**src/design/hfs_pkg.sv**
```systemverilog
// Shared constants and the gamma threshold table for the half-float to sRGB pixel block.
// The table is computed at elaboration by exact integer arithmetic; no other dependencies.
package hfs_pkg;

  localparam int NUM_LANES    = 3;
  localparam int CHAN_W       = 16;
  localparam int BYTE_W       = 8;
  localparam int KEY_W        = 15;
  localparam int SEARCH_STEPS = 8;
  localparam int PIPE_DEPTH   = SEARCH_STEPS + 1;
  localparam int IN_DATA_W    = NUM_LANES * CHAN_W;
  localparam int OUT_DATA_W   = NUM_LANES * BYTE_W;

  // fp16 exponent codes with a special meaning.
  localparam logic [4:0] EXP_SPECIAL = 5'd31;
  localparam logic [4:0] EXP_ONE     = 5'd15;
  localparam logic [4:0] EXP_ZERO    = 5'd0;
  // First fp16 code at 1.0; every level is reached there.
  localparam int CODE_ONE = 32'h3C00;

  // True when the positive fp16 code reaches gamma level k, that is
  // 255^11 * x^5 >= k^11 with x = mant * 2^-(shift/5).
  function automatic bit code_reaches(input logic [KEY_W-1:0] code, input int k);
    logic [255:0] lhs;
    logic [255:0] rhs;
    logic [10:0]  mant;
    int           shift;
    int           i;
    if (code[14:10] == EXP_ZERO) begin
      mant  = {1'b0, code[9:0]};
      shift = 120;
    end else begin
      mant  = {1'b1, code[9:0]};
      shift = 5 * (25 - int'(code[14:10]));
    end
    lhs = 256'd1;
    rhs = 256'd1;
    for (i = 0; i < 11; i++) begin
      lhs = lhs * 256'd255;
      rhs = rhs * 256'(k);
    end
    for (i = 0; i < 5; i++) begin
      lhs = lhs * 256'(mant);
    end
    rhs = rhs << shift;
    return (mant != 11'd0) && (lhs >= rhs);
  endfunction

  // Smallest fp16 code that reaches level k, found by bisection.
  function automatic logic [KEY_W-1:0] level_threshold(input int k);
    int lo;
    int hi;
    int mid;
    lo = 1;
    hi = CODE_ONE;
    while (lo < hi) begin
      mid = (lo + hi) >> 1;
      if (code_reaches(KEY_W'(mid), k)) begin
        hi = mid;
      end else begin
        lo = mid + 1;
      end
    end
    return KEY_W'(lo);
  endfunction

  // Entry k is the first code that maps to level k or above; entry 0 is zero.
  function automatic logic [255:0][KEY_W-1:0] build_thresholds();
    logic [255:0][KEY_W-1:0] tbl;
    int k;
    tbl[0] = '0;
    for (k = 1; k < 256; k++) begin
      tbl[k] = level_threshold(k);
    end
    return tbl;
  endfunction

  localparam logic [255:0][KEY_W-1:0] THRESH = build_thresholds();

endpackage

```
**src/design/hfs_lane.sv**
```systemverilog
// One channel lane: fp16 decode with special cases, then an eight-step pipelined
// bisection over the gamma threshold table. Depends on hfs_pkg.
module hfs_lane (
  input  logic                          clk,
  input  logic                          en,
  input  logic                          mode_half,
  input  logic [hfs_pkg::CHAN_W-1:0]    chan_in,
  output logic [hfs_pkg::BYTE_W-1:0]    byte_out
);

  typedef struct packed {
    logic [hfs_pkg::KEY_W-1:0]  key;
    logic [hfs_pkg::BYTE_W-1:0] acc;
    logic                       ovr_en;
    logic [hfs_pkg::BYTE_W-1:0] ovr_val;
  } stage_t;

  stage_t     stage_r [hfs_pkg::SEARCH_STEPS+1];
  stage_t     entry_nxt;
  logic       sign;
  logic [4:0] ex;
  logic [9:0] fr;

  assign sign = chan_in[15];
  assign ex   = chan_in[14:10];
  assign fr   = chan_in[9:0];

  // Entry stage: byte mode and the fp16 special values bypass the search.
  always_comb begin
    entry_nxt.key     = chan_in[hfs_pkg::KEY_W-1:0];
    entry_nxt.acc     = '0;
    entry_nxt.ovr_en  = 1'b1;
    entry_nxt.ovr_val = '0;
    if (!mode_half) begin
      entry_nxt.ovr_val = chan_in[hfs_pkg::BYTE_W-1:0];
    end else if (ex == hfs_pkg::EXP_SPECIAL) begin
      entry_nxt.ovr_val = (fr == 10'd0 && !sign) ? '1 : '0;
    end else if (sign) begin
      entry_nxt.ovr_val = '0;
    end else if (ex >= hfs_pkg::EXP_ONE) begin
      entry_nxt.ovr_val = '1;
    end else begin
      entry_nxt.ovr_en = 1'b0;
    end
  end

  always_ff @(posedge clk) begin
    if (en) begin
      stage_r[0] <= entry_nxt;
    end
  end

  // Each step decides one result bit, most significant first.
  for (genvar j = 0; j < hfs_pkg::SEARCH_STEPS; j++) begin : g_step
    stage_t                     step_nxt;
    logic [hfs_pkg::BYTE_W-1:0] cand;

    always_comb begin
      cand     = stage_r[j].acc | hfs_pkg::BYTE_W'(1 << (hfs_pkg::SEARCH_STEPS - 1 - j));
      step_nxt = stage_r[j];
      if (stage_r[j].key >= hfs_pkg::THRESH[cand]) begin
        step_nxt.acc = cand;
      end
    end

    always_ff @(posedge clk) begin
      if (en) begin
        stage_r[j+1] <= step_nxt;
      end
    end
  end

  assign byte_out = stage_r[hfs_pkg::SEARCH_STEPS].ovr_en ?
                    stage_r[hfs_pkg::SEARCH_STEPS].ovr_val :
                    stage_r[hfs_pkg::SEARCH_STEPS].acc;

endmodule

```
**src/design/half_float_to_srgb_pixel.sv**
```systemverilog
// Top level of the half-float to sRGB pixel converter: three channel lanes and the
// merging output register. Depends on hfs_pkg and hfs_lane.
//
// The block takes one RGB pixel per cycle unless its output stalls and returns it as
// blue, green and red bytes. With the mode bit clear each channel's low byte passes
// through; with it set each channel is read as fp16 linear light and gamma encoded as
// floor(255 * x^(1/2.2)), with values of one or more and plus infinity giving 255 and
// negatives and NaN giving 0. Throughput is one pixel per cycle unless stalled; an
// accepted input beat passes through the entry register, the eight bisection steps over
// the 256-entry threshold table in each lane and the output register before its output
// beat is offered. The pipeline advances as a whole whenever the output register is
// empty or being taken. Write the mode register only while no pixel is in flight.
module half_float_to_srgb_pixel (
  input  logic                              clk,
  input  logic                              rst_n,
  // Fields from bit 0: red_in[15:0], green_in[31:16], blue_in[47:32].
  input  logic [hfs_pkg::IN_DATA_W-1:0]     in_tdata,
  input  logic                              in_tvalid,
  output logic                              in_tready,
  // Fields from bit 0: blue_out[7:0], green_out[15:8], red_out[23:16].
  output logic [hfs_pkg::OUT_DATA_W-1:0]    out_tdata,
  output logic                              out_tvalid,
  input  logic                              out_tready,
  input  logic                              cfg_valid,
  output logic                              cfg_ready,
  input  logic                              cfg_data
);

  logic                                  mode_r;
  logic [hfs_pkg::PIPE_DEPTH-1:0]        valid_r;
  logic [hfs_pkg::PIPE_DEPTH-1:0]        valid_nxt;
  logic                                  out_valid_r;
  logic [hfs_pkg::OUT_DATA_W-1:0]        out_tdata_r;
  logic [hfs_pkg::OUT_DATA_W-1:0]        out_tdata_nxt;
  logic [hfs_pkg::BYTE_W-1:0]            lane_byte [hfs_pkg::NUM_LANES];
  logic                                  advance;

  // The pipe moves when the output register is free or its beat is taken.
  assign advance   = !out_valid_r || out_tready;
  assign in_tready = advance;
  assign cfg_ready = 1'b1;

  // Mode register.
  always_ff @(posedge clk) begin
    if (!rst_n) begin
      mode_r <= 1'b0;
    end else if (cfg_valid && cfg_ready) begin
      mode_r <= cfg_data;
    end
  end

  // Lanes: red, green, blue.
  for (genvar i = 0; i < hfs_pkg::NUM_LANES; i++) begin : g_lane
    hfs_lane u_lane (
      .clk       (clk),
      .en        (advance),
      .mode_half (mode_r),
      .chan_in   (in_tdata[i*hfs_pkg::CHAN_W +: hfs_pkg::CHAN_W]),
      .byte_out  (lane_byte[i])
    );
  end

  // Merge into blue, green, red byte order.
  assign out_tdata_nxt = {lane_byte[0], lane_byte[1], lane_byte[2]};
  assign valid_nxt     = {valid_r[hfs_pkg::PIPE_DEPTH-2:0], in_tvalid};

  // Stage valid bits and the output register.
  always_ff @(posedge clk) begin
    if (!rst_n) begin
      valid_r     <= '0;
      out_valid_r <= 1'b0;
    end else if (advance) begin
      valid_r     <= valid_nxt;
      out_valid_r <= valid_r[hfs_pkg::PIPE_DEPTH-1];
    end
  end

  always_ff @(posedge clk) begin
    if (advance) begin
      out_tdata_r <= out_tdata_nxt;
    end
  end

  assign out_tdata  = out_tdata_r;
  assign out_tvalid = out_valid_r;

  // An accepted beat always enters the first stage.
  a_accept_enters: assert property (@(posedge clk) disable iff (!rst_n)
    in_tvalid && in_tready |=> valid_r[0])
    else $error("accepted input beat did not enter the pipeline");

  // A stalled output freezes every stage behind it.
  a_stall_freezes: assert property (@(posedge clk) disable iff (!rst_n)
    out_valid_r && !out_tready |=> $stable(valid_r) && $stable(out_tdata_r))
    else $error("pipeline moved while the output was stalled");

  // The last stage hands its beat to the output register when the pipe moves.
  a_last_to_out: assert property (@(posedge clk) disable iff (!rst_n)
    advance && valid_r[hfs_pkg::PIPE_DEPTH-1] |=> out_valid_r)
    else $error("beat lost between the last stage and the output register");

endmodule

```
**config.mk**
```make
export PLATFORM = sky130hd
export DESIGN_NAME = half_float_to_srgb_pixel
export DESIGN_NICKNAME = d
export VERILOG_FILES = /design/src/design/hfs_pkg.sv /design/src/design/hfs_lane.sv /design/src/design/half_float_to_srgb_pixel.sv
export SDC_FILE = /design/constraint.sdc
export NUM_CORES = 2
export LEC_CHECK = 0
export ABC_AREA = 1
export BUFFER_PORTS_ARGS = -buffer_cell sky130_fd_sc_hd__buf_4
export CORE_ASPECT_RATIO = 0.75
export CORE_UTILIZATION = 50
export DETAILED_ROUTE_END_ITERATION = 10
export PLACE_DENSITY_LB_ADDON = 0.2
export REMOVE_ABC_BUFFERS = 1
export SKIP_CTS_REPAIR_TIMING = 1
export SLEW_MARGIN = 20
export SYNTH_ARGS = -nofsm -noshare
export SYNTH_HDL_FRONTEND = slang
export SYNTH_SLANG_ARGS = --single-unit
```
**constraint.sdc**
```tcl
create_clock -name clk -period 18.47 [get_ports clk]
set_clock_uncertainty 0.2 [all_clocks]
set_input_delay 3.694 -clock clk [delete_from_list [all_inputs] [get_ports clk]]
set_output_delay 3.694 -clock clk [all_outputs]
set_load 0.005 [all_outputs]
```
==> impl_metrics.ini <==
[sta]
rsz0062_at_grt = false
worst_slew_pin_slew_ps = 1080
tns_ps = 0
slew_headroom_pct = 28.0
clock.fmax_mhz = 110
setup_viol = 0
fin_crit_sh_pct = 49.0
slew_viol_final = 0
fin_crit_ps = 9050
hold_viol = 0

[synth]
synth_top_cell_area_share_pct = 51.5
ys.flop_type = edfxtp_1
synth.ff_latch_count = 746
synthMostInstantiatedCell = nand2_1
synth-edff-count = 735
synthesis.area_um2 = 42900
synthAdderAreaFrac_pct = 12.5
synth_xor_xnor_area_share_pct = 0
syn_inst = 4511
synth_top_area_cell = edfxtp_1
synthArstFlopShare_pct = 0
syn_area_per_cell_um2 = 9.50
synthSimpleGateAreaFrac_pct = 19.7
synth.top_cells.by_area = edfxtp_1 (51%), ha_1 (12%), nand2_1 (9.5%)
ys_types = 52
synth_compound_area_share_pct = 10.3
synthMuxAreaShare_pct = 0.677
synth_common_cells = nand2_1 (1080), edfxtp_1 (735), ha_1 (428)
synth_top_family_by_area = simple AND/OR/NAND/NOR gates
yosys_warnings = 0
ys_seq_area_share_pct = 52.0

[flow_run]
max_cap_viol_count = 0

[place]
post-dp-hpwl_um = 76100
place_congestion = 0.971
io_buffers = 79

[critical_path]
critical_path_class = input port to output pin
reg2reg_from = out_tvalid
end_kind = output pin
start_kind = input port
cp-startpoint = out_tready
crit_arrival_ps = 5160
crit_required_ps = 14580
crit_fanout = 118

[clocking]
cts_htree_levels = 3
insertion_delay_ps = 660
cts_buffer_depth = 3
path_clk_slew_ps = 60
root_buffer = clkbuf_16
clock-sinks = 746
cts_buffers = 76
cts_tree = yes

[min_path]
min_from = g_lane[2].u_lane.stage_r[6][8]
hold_path_class = flip-flop to flip-flop

[grt]
gr-total-overflow = 0
grt_usage_pct = 24.3
antenna_found_initial = 1
grt_max_degree = 205
grt_first_pass_wirelength_um = 169000
grt_pass1_vias = 30715

[final_layout]
fin_nets = 5034
area_growth_syn_to_layout_pct = 9.46
layout-drive-gt1-share_pct = 6.42
diodes = 0
nFillCells = 7422

[power_and_ir_drop]
irDropWorstVdd_mv = 0.0741
p_leak_nw = 20.3
p_per_area_nw_per_um2 = 101
power_mw = 4.73

[floorplan]
dieArea_um2 = 86900
die_w_um = 340
start_util_pct = 50.7
pin_count = 81
rows = 92
core_um2 = 84500
die_h_um = 256

[run_status]
outcome = complete, no violations

[routing]
vias_per_cell = 5.72
route.detailed.drc = 0
antenna_left = 0
dr.pass1.iters = 6
avgRoutedWirePerCell_um = 18.5
drt_wl_total_um = 106000
num_vias = 32858
drtIter0Drc = 3527
report_power, final:
part           leakage [nW]  total, mW  internal, mW  switching (mW)
sequential             7.82       2.12          2.00           0.113
combinational          11.3       1.06         0.359           0.703
clock                  1.24       1.55         0.881           0.671
total                  20.3       4.73          3.24            1.49
metrics by stage:
step / instances / worst slack, ps / instance area (µm²) / util [%] / hold WS [ps]
after detailed placement: 5602 / 9370 / 44300 / 52.5 / 205
after global placement: 5602 / 9400 / 44300 / 52.5 / 201
final: 5742 / 9420 / 46900 / 55.5 / 194
after global routing: 5742 / 9250 / 46900 / 55.5 / 198
after CTS: 5742 / 9370 / 46900 / 55.5 / 193
after floorplan: 4369 / 2900 / 42100 / - / 200
placed cells by master (no fill, tap or decap), types with 13 or more instances in the layout:
master     count
a31oi_1       26
ha_1         428
edfxtp_1     735
clkinv_1      22
or2_2         18
nor3_1        41
clkbuf_16     77
a21oi_1      290
nand3_1      341
o22ai_1       21
nand2_1     1080
inv_1        325
mux2_2        24
o21a_1        13
o21ai_0      334
o211ai_1      56
nand4_1       95
inv_2         18
nor4_1        13
buf_4        104
nor2_1       390
area by class of cell:
cell class                      count  area, µm²  share of cell area (%)
Clock buffer                       89       1970                    4.20
Clock inverter                     51        599                    1.28
Inverter                          352       1330                    2.84
Multi-Input combinational cell   3271      18500                    39.5
Sequential cell                   746      22300                    47.5
Tap cell                         1128       1410                    3.01
Timing Repair Buffer              105        801                    1.71
per-layer routing:
layer | wire length [µm] | up-vias | global-route usage [%]
li1 | - | 16006 | -
met1 | 49100 | 15241 | 36.7
met2 | 45600 | 1439 | 35.9
met3 | 9450 | 172 | 4.40
met4 | 2360 | 0 | 6.09
met5 | 0 | - | 0
registers in the layout, summed over array words and instances, names as in the netlist:
| signal | cells |
|---|---|
| g_lane.u_lane.stage_r | 711 |
| mode_r | 1 |
| out_tdata | 24 |
| out_tvalid | 1 |
| valid_r | 9 |
final timing paths:
| check | endpoint | slack [ps] | depth (start not counted) |
|---|---|---|---|
| max | in_tready | 9420 | 4 |
| min | g_lane[2].u_lane.stage_r[7][8] | 190 | 0 |
| max reg2reg | g_lane[2].u_lane.stage_r[7][16] | 13250 | 7 |
| min reg2reg | g_lane[2].u_lane.stage_r[7][8] | 190 | 0 |
cells by family after synthesis:
kind of cell,Yosys count
other cells,1
fa+ha+maj,428
buf+inv,494
compound gates,807
mux,26
flops,746
simple gates,2009
worst max-delay path: stages:
cell	delay [ps]
buf_4	110
nor2_1	620
inv_8	440
buf_4	280
(Power assumes the default switching activity.)
